===== src/rtl/lct_pkg.sv =====
// shared constants and widths for the load cell torque vectoring block
package lct_pkg;

  localparam int unsigned Corners     = 4;
  localparam int unsigned RawW        = 12;
  localparam int unsigned FracW       = 12;
  localparam int unsigned TorqueW     = 20;
  localparam int unsigned SpeedW      = 17;
  localparam int unsigned CountW      = 8;
  localparam int unsigned LoadW       = 30;
  localparam int unsigned SumW        = 32;
  localparam int unsigned QuotW       = 20;
  localparam int unsigned CfgIdxW     = 3;
  localparam int unsigned CfgDataW    = 64;
  localparam int unsigned InDataW     = 80;
  localparam int unsigned OutDataW    = 104;

  // register indexes
  localparam logic [CfgIdxW-1:0] RegSpeedMode    = 3'd0;
  localparam logic [CfgIdxW-1:0] RegErrorLimit   = 3'd1;
  localparam logic [CfgIdxW-1:0] RegCellScales   = 3'd2;
  localparam logic [CfgIdxW-1:0] RegCellOffsets  = 3'd3;
  localparam logic [CfgIdxW-1:0] RegDriveSplit   = 3'd4;
  localparam logic [CfgIdxW-1:0] RegRegenSplit   = 3'd5;
  localparam logic [CfgIdxW-1:0] RegRegenLimits  = 3'd6;
  localparam logic [CfgIdxW-1:0] RegMotorRatings = 3'd7;

  // reset values
  localparam logic [7:0]  ErrorLimitRst  = 8'd10;
  localparam logic [63:0] CellScalesRst  = 64'h0100_0100_0100_0100;
  localparam logic [31:0] SplitRst       = 32'h4000_4000;

  // torque saturation bounds
  localparam logic [TorqueW-1:0] TorqueMaxPos = 20'h7FFFF;
  localparam logic [TorqueW-1:0] TorqueMinNeg = 20'h80000;
  localparam logic [CountW-1:0]  CountSat     = 8'hFF;

endpackage


===== src/rtl/load_cell_torque_vectoring.sv =====
// load cell torque vectoring controller with a shared multiplier and divider step
// drive mode runs four corners of one multiply, one range check and a 20-step
// restoring division each, all on one shared multiplier and one subtractor
// throughput: one sample at a time, next sample taken once the result is registered
// reset: config registers take their documented defaults, invalid run counts clear
module load_cell_torque_vectoring (
  input  logic                              clk_i,
  input  logic                              rst_ni,
  input  logic                              cfg_we_i,
  input  logic [lct_pkg::CfgIdxW-1:0]       cfg_idx_i,
  input  logic [lct_pkg::CfgDataW-1:0]      cfg_data_i,
  input  logic                              s_axis_tvalid,
  output logic                              s_axis_tready,
  // accel_fraction, brake_fraction, raw_fl, raw_fr, raw_rl, raw_rr,
  // valid_fl, valid_fr, valid_rl, valid_rr, zero fill
  input  logic [lct_pkg::InDataW-1:0]       s_axis_tdata,
  output logic                              m_axis_tvalid,
  input  logic                              m_axis_tready,
  // mode_out, torque_fl, torque_fr, torque_rl, torque_rr, wheel_speed, fault, zero fill
  output logic [lct_pkg::OutDataW-1:0]      m_axis_tdata
);

  typedef enum logic [3:0] {
    StIdle,
    StLoad,
    StSum,
    StDispatch,
    StSpeed,
    StRegenA,
    StRegenB,
    StDriveP,
    StDriveD,
    StDriveM,
    StDriveChk,
    StDriveDiv,
    StDriveWr,
    StDone
  } state_e;

  // configuration
  logic        speed_mode_q;
  logic [7:0]  error_limit_q;
  logic [63:0] cell_scales_q;
  logic [63:0] cell_offsets_q;
  logic [31:0] drive_split_q;
  logic [31:0] regen_split_q;
  logic [31:0] regen_limits_q;
  logic [47:0] motor_ratings_q;

  always_ff @(posedge clk_i or negedge rst_ni) begin
    if (!rst_ni) begin
      speed_mode_q    <= 1'b0;
      error_limit_q   <= lct_pkg::ErrorLimitRst;
      cell_scales_q   <= lct_pkg::CellScalesRst;
      cell_offsets_q  <= '0;
      drive_split_q   <= lct_pkg::SplitRst;
      regen_split_q   <= lct_pkg::SplitRst;
      regen_limits_q  <= '0;
      motor_ratings_q <= '0;
    end else if (cfg_we_i) begin
      case (cfg_idx_i)
        lct_pkg::RegSpeedMode:    speed_mode_q    <= cfg_data_i[0];
        lct_pkg::RegErrorLimit:   error_limit_q   <= cfg_data_i[7:0];
        lct_pkg::RegCellScales:   cell_scales_q   <= cfg_data_i;
        lct_pkg::RegCellOffsets:  cell_offsets_q  <= cfg_data_i;
        lct_pkg::RegDriveSplit:   drive_split_q   <= cfg_data_i[31:0];
        lct_pkg::RegRegenSplit:   regen_split_q   <= cfg_data_i[31:0];
        lct_pkg::RegRegenLimits:  regen_limits_q  <= cfg_data_i[31:0];
        lct_pkg::RegMotorRatings: motor_ratings_q <= cfg_data_i[47:0];
        default: ;
      endcase
    end
  end

  state_e state_q;
  logic [1:0]  corner_q;
  logic [4:0]  step_q;
  logic [lct_pkg::CountW-1:0] runs_q [lct_pkg::Corners];
  logic [lct_pkg::RawW-1:0]   raw_q  [lct_pkg::Corners];
  logic [lct_pkg::LoadW-1:0]  load_q [lct_pkg::Corners];
  logic [lct_pkg::TorqueW-1:0] tq_q  [lct_pkg::Corners];
  logic [lct_pkg::SumW-1:0]   sum_q;
  logic        ok_q;
  logic        a_neg_q;
  logic [11:0] a_mag_q;
  logic [29:0] p_q;
  logic [27:0] t_q;
  logic [31:0] d_q [2];
  logic [48:0] num_q;
  logic        neg_q;
  logic [30:0] rem_q;
  logic [lct_pkg::QuotW-1:0] quo_q;
  logic [lct_pkg::SpeedW-1:0] speed_q;
  logic        fault_q;
  logic        out_valid_q;
  logic [lct_pkg::OutDataW-1:0] out_data_q;

  logic in_fire;
  assign in_fire       = s_axis_tvalid && s_axis_tready;
  assign s_axis_tready = (state_q == StIdle);
  assign m_axis_tvalid = out_valid_q;
  assign m_axis_tdata  = out_data_q;

  // invalid run counts after this sample, and the fault test on them
  logic [lct_pkg::CountW-1:0] runs_d [lct_pkg::Corners];
  logic ok_d;
  always_comb begin
    ok_d = 1'b1;
    for (int i = 0; i < lct_pkg::Corners; i++) begin
      if (s_axis_tdata[72 + i]) begin
        runs_d[i] = '0;
      end else if (runs_q[i] == lct_pkg::CountSat) begin
        runs_d[i] = runs_q[i];
      end else begin
        runs_d[i] = runs_q[i] + 8'd1;
      end
      if (runs_d[i] >= error_limit_q) begin
        ok_d = 1'b0;
      end
    end
  end

  logic [12:0] a_diff;
  assign a_diff = {1'b0, s_axis_tdata[11:0]} - {1'b0, s_axis_tdata[23:12]};

  // shared multiplier
  logic [31:0] mul_a;
  logic [31:0] mul_b;
  logic [63:0] prod;
  logic [29:0] load_abs;
  always_comb begin
    load_abs = load_q[corner_q][29] ? (30'd0 - load_q[corner_q]) : load_q[corner_q];
    mul_a = '0;
    mul_b = '0;
    case (state_q)
      StLoad: begin
        mul_a = {20'd0, raw_q[corner_q]};
        mul_b = {16'd0, cell_scales_q[{corner_q, 4'd0} +: 16]};
      end
      StSpeed: begin
        mul_a = {20'd0, a_mag_q};
        mul_b = {16'd0, motor_ratings_q[47:32]};
      end
      StRegenA: begin
        mul_a = {20'd0, a_mag_q};
        mul_b = {16'd0, motor_ratings_q[31:16]};
      end
      StRegenB: begin
        mul_a = {4'd0, t_q};
        mul_b = {16'd0, regen_split_q[{corner_q[0], 4'd0} +: 16]};
      end
      StDriveP: begin
        mul_a = {20'd0, a_mag_q};
        mul_b = {16'd0, motor_ratings_q[15:0]};
      end
      StDriveD: begin
        mul_a = {2'd0, p_q};
        mul_b = {16'd0, drive_split_q[{corner_q[0], 4'd0} +: 16]};
      end
      StDriveM: begin
        mul_a = d_q[corner_q[1]];
        mul_b = {3'd0, load_abs[28:0]};
      end
      default: ;
    endcase
  end
  assign prod = mul_a * mul_b;

  // calibrated load: product plus offset in 1/256 N
  logic [15:0] off16;
  logic [lct_pkg::LoadW-1:0] load_d;
  assign off16  = cell_offsets_q[{corner_q, 4'd0} +: 16];
  assign load_d = {2'd0, prod[27:0]} + {{6{off16[15]}}, off16, 8'd0};

  logic [lct_pkg::SumW-1:0] sum_d;
  assign sum_d = {{2{load_q[0][29]}}, load_q[0]} + {{2{load_q[1][29]}}, load_q[1]}
               + {{2{load_q[2][29]}}, load_q[2]} + {{2{load_q[3][29]}}, load_q[3]};
  logic sum_pos;
  assign sum_pos = !sum_q[31] && (sum_q != '0);

  // regen magnitude clamp
  logic [17:0] regen_m;
  logic [15:0] regen_lim;
  logic [17:0] regen_c;
  assign regen_m   = prod[43:26];
  assign regen_lim = regen_limits_q[{corner_q[0], 4'd0} +: 16];
  assign regen_c   = (regen_m > {2'd0, regen_lim}) ? {2'd0, regen_lim} : regen_m;

  // speed command
  logic [15:0] spd_mag;
  assign spd_mag = prod[27:12];

  // division step
  logic        div_ovf;
  logic [31:0] trial;
  logic        trial_ge;
  logic [31:0] trial_sub;
  assign div_ovf   = {3'd0, num_q[48:20]} >= sum_q;
  assign trial     = {rem_q, quo_q[lct_pkg::QuotW-1]};
  assign trial_ge  = trial >= sum_q;
  assign trial_sub = trial - sum_q;

  logic [lct_pkg::TorqueW-1:0] tq_sat;
  always_comb begin
    if (!neg_q) begin
      tq_sat = quo_q[lct_pkg::QuotW-1] ? lct_pkg::TorqueMaxPos : quo_q;
    end else if (quo_q > lct_pkg::TorqueMinNeg) begin
      tq_sat = lct_pkg::TorqueMinNeg;
    end else begin
      tq_sat = 20'd0 - quo_q;
    end
  end

  always_ff @(posedge clk_i or negedge rst_ni) begin
    if (!rst_ni) begin
      state_q     <= StIdle;
      corner_q    <= '0;
      step_q      <= '0;
      out_valid_q <= 1'b0;
      for (int i = 0; i < lct_pkg::Corners; i++) begin
        runs_q[i] <= '0;
      end
    end else begin
      if (out_valid_q && m_axis_tready && (state_q != StDone)) begin
        out_valid_q <= 1'b0;
      end
      case (state_q)
        StIdle: begin
          if (in_fire) begin
            for (int i = 0; i < lct_pkg::Corners; i++) begin
              runs_q[i] <= runs_d[i];
              raw_q[i]  <= s_axis_tdata[24 + 12*i +: 12];
            end
            ok_q     <= ok_d;
            a_neg_q  <= a_diff[12];
            a_mag_q  <= a_diff[12] ? 12'(13'd0 - a_diff) : a_diff[11:0];
            corner_q <= '0;
            state_q  <= StLoad;
          end
        end
        StLoad: begin
          load_q[corner_q] <= load_d;
          corner_q <= corner_q + 2'd1;
          if (corner_q == 2'd3) begin
            state_q <= StSum;
          end
        end
        StSum: begin
          sum_q   <= sum_d;
          state_q <= StDispatch;
        end
        StDispatch: begin
          for (int i = 0; i < lct_pkg::Corners; i++) begin
            tq_q[i] <= '0;
          end
          speed_q  <= '0;
          fault_q  <= !ok_q || (!speed_mode_q && !a_neg_q && !sum_pos);
          corner_q <= '0;
          if (!ok_q) begin
            state_q <= StDone;
          end else if (speed_mode_q) begin
            state_q <= StSpeed;
          end else if (a_neg_q) begin
            state_q <= StRegenA;
          end else if (!sum_pos) begin
            state_q <= StDone;
          end else begin
            state_q <= StDriveP;
          end
        end
        StSpeed: begin
          speed_q <= a_neg_q ? (17'd0 - {1'b0, spd_mag}) : {1'b0, spd_mag};
          state_q <= StDone;
        end
        StRegenA: begin
          t_q     <= prod[27:0];
          state_q <= StRegenB;
        end
        StRegenB: begin
          // corner_q[0] selects front or rear here
          tq_q[{corner_q[0], 1'b0}] <= 20'd0 - {2'd0, regen_c};
          tq_q[{corner_q[0], 1'b1}] <= 20'd0 - {2'd0, regen_c};
          corner_q <= corner_q + 2'd1;
          if (corner_q[0]) begin
            state_q <= StDone;
          end
        end
        StDriveP: begin
          p_q     <= {prod[27:0], 2'b00};
          state_q <= StDriveD;
        end
        StDriveD: begin
          d_q[corner_q[0]] <= prod[45:14];
          corner_q <= corner_q[0] ? 2'd0 : (corner_q + 2'd1);
          if (corner_q[0]) begin
            state_q  <= StDriveM;
          end
        end
        StDriveM: begin
          num_q   <= prod[60:12];
          neg_q   <= load_q[corner_q][29];
          state_q <= StDriveChk;
        end
        StDriveChk: begin
          if (div_ovf) begin
            // quotient beyond 20 bits saturates either way
            quo_q   <= {1'b1, {(lct_pkg::QuotW-1){1'b1}}};
            state_q <= StDriveWr;
          end else begin
            rem_q   <= {2'd0, num_q[48:20]};
            quo_q   <= num_q[19:0];
            step_q  <= '0;
            state_q <= StDriveDiv;
          end
        end
        StDriveDiv: begin
          rem_q  <= trial_ge ? trial_sub[30:0] : trial[30:0];
          quo_q  <= {quo_q[lct_pkg::QuotW-2:0], trial_ge};
          step_q <= step_q + 5'd1;
          if (step_q == 5'(lct_pkg::QuotW - 1)) begin
            state_q <= StDriveWr;
          end
        end
        StDriveWr: begin
          tq_q[corner_q] <= tq_sat;
          corner_q <= corner_q + 2'd1;
          state_q  <= (corner_q == 2'd3) ? StDone : StDriveM;
        end
        StDone: begin
          if (!out_valid_q || m_axis_tready) begin
            out_valid_q <= 1'b1;
            out_data_q  <= {5'd0, fault_q, speed_q, tq_q[3], tq_q[2], tq_q[1], tq_q[0],
                            speed_mode_q};
            state_q     <= StIdle;
          end
        end
        default: state_q <= StIdle;
      endcase
    end
  end

endmodule


===== config.mk =====
export PLATFORM = sky130hd
export DESIGN_NAME = load_cell_torque_vectoring
export DESIGN_NICKNAME = d
export VERILOG_FILES = /design/src/rtl/lct_pkg.sv /design/src/rtl/load_cell_torque_vectoring.sv
export SDC_FILE = /design/constraint.sdc
export NUM_CORES = 2
export LEC_CHECK = 0
export BUFFER_PORTS_ARGS = -buffer_cell sky130_fd_sc_hd__buf_4
export CORE_ASPECT_RATIO = 0.6
export CORE_UTILIZATION = 65
export DETAILED_ROUTE_END_ITERATION = 6
export GPL_TIMING_DRIVEN = 0
export MAX_ROUTING_LAYER = met4
export PLACE_DENSITY = 0.84
export SETUP_SLACK_MARGIN = 0.5
export SYNTH_ARGS = -nofsm -noshare
export SYNTH_HDL_FRONTEND = slang
export SYNTH_SLANG_ARGS = --single-unit

===== constraint.sdc =====
create_clock -name clk_i -period 36.3 [get_ports clk_i]
set_input_delay 3.63 -clock clk_i [delete_from_list [all_inputs] [get_ports clk_i]]
set_output_delay 3.63 -clock clk_i [all_outputs]
set_load 0.01 [all_outputs]

After elaboration in Yosys (flattened, before gate mapping)
Memories as Yosys holds them, arrays and structs flattened. A register that Yosys moved wholly into a read port is not among the register bits. Cells that the tools add are included.

Latch bits: 0. Bits in read-only memories: 0. RAM bits: 312. Input bits: 152. Memories kept: 4. Register bits after elaboration: 645. Word-level logic and storage cells: 219.

Mux-type cells: 67. Reductions and logical operators: 54. Eq/ne operators: 34. Multiply operators: 1. Div/mod/pow operators: 0. Add/sub/neg operators: 17. Shifts and indexed selects: 5. Magnitude comparators: 8. Bitwise operators: 0.

Memories: load_q (depth 4, width 30, rd ports 5, clocked after memory_dff 0, wr ports 1, line load_cell_torque_vectoring.sv:80) `logic [lct_pkg::LoadW-1:0] load_q [lct_pkg::Corners];`; tq_q (depth 4, width 20, rd ports 4, clocked after memory_dff 4, wr ports 4, line load_cell_torque_vectoring.sv:81) `logic [lct_pkg::TorqueW-1:0] tq_q [lct_pkg::Corners];`; d_q (depth 2, width 32, rd ports 1, clocked after memory_dff 0, wr ports 1, line load_cell_torque_vectoring.sv:88) `logic [31:0] d_q [2];`; raw_q (depth 4, width 12, rd ports 1, clocked after memory_dff 0, wr ports 4, line load_cell_torque_vectoring.sv:79) `logic [lct_pkg::RawW-1:0] raw_q [lct_pkg::Corners];`.

Operator list (number): 29-bit one-hot mux with 7 select lines (1); 32-bit one-hot mux with 5 select lines (1); 64-bit by 7-bit variable part select with 16-bit output (2); 20-bit 2-to-1 mux (6); 32-bit by 6-bit variable part select with 16-bit output (3); 8-bit 2-to-1 mux (8); 31-bit 2-to-1 mux (2); 31-bit one-hot mux with 2 select lines (1); 32-bit by 32-bit multiplier with 61-bit output (1); 20-bit OR reduction (3); 4-bit one-hot mux with 14 select lines (1); 4-bit 2-to-1 mux (10); 20-bit one-hot mux with 2 select lines (1); 2-bit AND reduction (18); 17-bit one-hot mux with 2 select lines (1); 31-bit by 30-bit adder with 32-bit output (1); 32-bit adder (1); 8-bit by 1-bit adder with 8-bit output, second input constant (4); 8-bit == test, second input constant (4); 29-bit by 32-bit greater-or-equal comparator with 1-bit output (1); 32-bit greater-or-equal comparator (1); 8-bit greater-or-equal comparator (4); 32-bit nonzero test (1); 30-bit by 30-bit adder with 31-bit output (1); other kinds (45) (109).

Depth between registers and ports, before layout
An unclocked memory read counts as a cell.

Depth after elaboration: 10. Mapped depth: 62. Depth with buffers taken out: 54.

Worst setup path after synthesis
OpenSTA, ideal clock, no wires.

Path kind: reg-to-reg. Start point: reg corner_q[0]. End point: mem tq_q[0][12] in the netlist's numbering (data pin). Stages on the path, launching flop included: 53. Setup slack: 23335 ps. Data arrival time: 12691 ps. Period minus slack after synthesis: 12965 ps. Buffers on the path: 11. Cell sequence: dfrtp_1 -> buf_6 -> buf_4 -> buf_4 -> buf_4 -> buf_4 -> buf_4 -> mux4_2 -> nand2_1 -> o21ai_0 -> a311oi_1 -> clkbuf_1 -> nor2_1 -> fa_1 -> inv_1 -> fa_1 -> fa_1 -> inv_1 -> (+17 left out) -> nand2_1 -> or2_2 -> nor4_1 -> nor2_1 -> a221o_1 -> buf_2 -> buf_2 -> clkbuf_1 -> nor2_1 -> a21oi_1 -> inv_1 -> ha_1 -> nand2_1 -> or3_1 -> o21ai_2 -> a21oi_1 -> nor3_2 -> o32ai_2.

RTL lines: from (decl) (line load_cell_torque_vectoring.sv:76) `logic [1:0] corner_q;`; from (signal assigned) (line load_cell_torque_vectoring.sv:243) `corner_q <= corner_q + 2'd1;`; from (signal assigned) (line load_cell_torque_vectoring.sv:283) `corner_q <= corner_q + 2'd1;`; from (signal assigned) (line load_cell_torque_vectoring.sv:294) `corner_q <= corner_q[0] ? 2'd0 : (corner_q + 2'd1);`; to (decl) (line load_cell_torque_vectoring.sv:81).

==> impl_metrics.py <==
metrics = {
    "status": {
        "status": "finished with violations",
        "violated_checks": "design-rule violations, max-capacitance violations, max-slew violations",
    },
    "synth": {
        "synth.yosys.warnings": 0,
        "post_synth_instance_area_um2": 77700,
        "synth-edff-count": 632,
        "postSynth.topFlopCell": "edfxtp_1",
        "largest_area_contributor_in_the_netlist": "edfxtp_1",
        "synth.distinct_cells": 98,
        "ys_async_sr_fraction_pct": 34.0,
        "seq_area_frac_synth_pct": 34.9,
        "syn_area_per_cell_um2": 10.8,
        "synthTopCellsByCount": "1,022 x inv_1, 893 x nand2_1, 869 x fa_1",
        "synthesized_netlist_cell_count": 7173,
        "most_instantiated_library_cell_after_synthesis": "inv_1",
        "synthTopCellsByArea": "edfxtp_1 24%, fa_1 22%, dfrtp_1 10%",
        "synth_largest_type_area_fraction_pct": 24.4,
        "synth.ff_latch_count": 957,
    },
    "finish": {
        "area_growth_syn_to_layout_pct": 9.51,
        "layout-drive-gt1-share_pct": 12.3,
        "fillerInstances": 8226,
        "finish.net_count": 9003,
    },
    "setup_path": {
        "required_ns": 36.68,
        "reg2regPathDepth": 51,
        "timing.critical_path.to": "tq_q[1][14]",
        "worst_setup_path_class": "reg -> reg",
        "worstSetupEndpointType": "flip-flop",
        "crit_reg_reg_startpoint": "corner_q[1]",
        "timing.critical_path.fanout_max": 10,
        "capture_instance_of_the_worst_register_to_register_path": "tq_q[1][14]",
        "setup.worst_path.start": "corner_q[1]",
        "worst-r2r-setup-slack_ns": 16.69,
        "cp.arrival_ns": 19.99,
        "crit_path_start_kind": "flip-flop",
        "critPathMostFrequentCell": "fa_1",
        "worst_path_largest_cell_delay_ns": 1.25,
        "worst_path_max_delay_cell": "a311o_1",
    },
    "cts": {
        "post_cts_resized": 0,
        "numCtsBuffers": 78,
        "clk_pin_slew_ns": 0.07,
        "clock_tree_from_tritoncts": "built",
        "ctsRootBufferMaster": "clkbuf_16",
        "cts.sinks": 957,
        "cts_hold_buf": 0,
        "cts_max_path_buffers": 3,
        "worst_skew_pair.late_latency_ns": 0.69,
        "cts.repair_timing.setup_buffer_count": 0,
        "htree_levels": 3,
    },
    "drt": {
        "drt_first_pass_iters": 7,
        "vias_per_cell": 6.68,
        "totalWireLength_um": 289000,
        "detail_route.iter0.violations": 10226,
        "vias": 61716,
        "drt.antenna.violating_nets": 0,
        "route.detailed.drc": 10,
        "wl_per_cell_um": 31.3,
    },
    "floorplan": {
        "chip_width_um": 448,
        "coreArea_um2": 118000,
        "floorplan.die.height_um": 270,
        "die-area_um2": 121000,
        "row_count": 97,
        "ioPinCount": 258,
        "starting_density_pct": 66.0,
    },
    "sta": {
        "setup_viol_count_final": 0,
        "worstMarginPinSlew_ns": 1.64,
        "maxSlewViolCount": 141,
        "layout_worst_path_cycle_share_pct": 54.0,
        "slew-limit-headroom_pct": -9.58,
        "max_freq_mhz": 51.0,
        "report.final.hold_viol_count": 0,
        "min_period_ns": 19.61,
        "grt_setup_unrepaired": "no",
        "setup-tns-final_ns": 0,
        "clock_skew_ns": 0.0245,
    },
    "grt": {
        "grt_pass1_vias": 59483,
        "grt_max_degree": 129,
        "grt_antenna_before_repair": 29,
        "grt_first_pass_wirelength_um": 410000,
        "gr-total-overflow": 0,
        "grtUsageTotal_pct": 49.5,
    },
    "place": {
        "port-buffer-count": 245,
        "finalWeightedCongestion": 1.13,
        "post-dp-hpwl_um": 232000,
    },
    "worst_hold_path": {
        "hp-class": "reg -> reg",
        "worst_hold_path.num_cells": 0,
    },
    "job": {
        "maxCapViolCount": 20,
    },
}
[area by class of cell]
type,instances,area (um2),share of cell area [%]
inverters,1024,3840,4.52
diodes,40,100,0.118
clock buffers,104,2190,2.58
flip-flops and latches,957,27100,31.9
plain buffers,332,1360,1.60
multi-input cells,4864,45700,53.7
well taps,1584,1980,2.33
clock inverters,42,449,0.528
repair buffers,288,2340,2.75
[worst min-delay path by stage]
stage / startpoint / end / slack [ns]
finish: tq_q[1][11] / m_axis_tdata[32] / 0.42
global placement: tq_q[0][3] / m_axis_tdata[4] / 0.40
floorplan: tq_q[0][9] / m_axis_tdata[10] / 0.40
CTS: tq_q[3][13] / m_axis_tdata[74] / 0.42
detailed placement: speed_q[9] / m_axis_tdata[90] / 0.40
global route: tq_q[1][11] / m_axis_tdata[32] / 0.42
[cell usage in the layout (no fill, tap or decap), types with 21 or more instances in the layout]
cell type  instances
buf_1             21
o21ai_0          239
diode_2           40
o22ai_1           36
o21bai_1          21
clkbuf_1         271
fa_1             869
dfrtp_1          315
or3_1             33
nor2b_1           54
edfxtp_1         632
nand4_1           39
nand2_1          893
a21o_1            67
inv_1           1022
buf_4            272
mux4_2            71
mux2i_1          117
nand3_1           62
o31ai_1           29
and3_1            48
and2_1           114
ha_1             437
nor3_1            60
o21ai_1           21
xnor2_1          103
mux2_2           306
o21a_1            27
a21oi_1          254
nor2_1           477
nand2b_1          57
buf_2             40
xor2_1            97
clkbuf_16         80
a31oi_1           26
[metrics by stage]
stage               area [um2]  hold slack [ns]  setup WS (ns)  util, %  cells
CTS                      84900            0.421          17.83     72.2   9193
detailed placement       82300            0.405          17.88     69.9   9047
global route             85000            0.424          16.61     72.3   9224
floorplan                77700            0.400          23.34        -   7177
finish                   85100            0.420          16.69     72.3   9235
global placement         81500            0.403          17.41     69.3   9006
[kinds of logic after synthesis]
logic type | after synthesis | synth area share, %
multiplexers | 496 | 8.03
adder cells (fa/ha/maj) | 1306 | 29.4
AO/OA/AOI/OAI | 918 | 7.46
flip-flops | 957 | 34.9
buffers and inverters | 1356 | 6.70
AND/OR/NAND/NOR | 1929 | 11.1
XOR/XNOR | 210 | 2.37
other | 1 | 0.00483
[state kept, by name, summed over array words and instances (netlist names), 48 cells and up]
name and flops:
tq_q 80, cell_offsets_q 64, num_q 49, d_q 64
cell_scales_q 64, m_axis_tdata 99, load_q 120, raw_q 48
motor_ratings_q 48
[worst max-delay path, delay by kind of cell, from the launching register on]
kind / cells / cell delay (ns)
fa+ha+maj: 11 / 5.56
buf+inv: 16 / 5.44
compound gates: 9 / 3.23
simple gates: 12 / 2.64
xor+xnor: 2 / 1.24
flops: 1 / 0.67
mux: 1 / 0.42
[routing by layer]
metal,vias up,wire (um),track usage [%]
met5,-,0,-
met4,0,10400,14.2
met3,704,60100,28.7
met2,5649,106000,58.2
met1,30741,113000,70.7
li1,24622,-,-
Power is left out: the tool's default activity adds up to more than one toggle a clock period on the data nets, which glitch-free logic cannot reach.
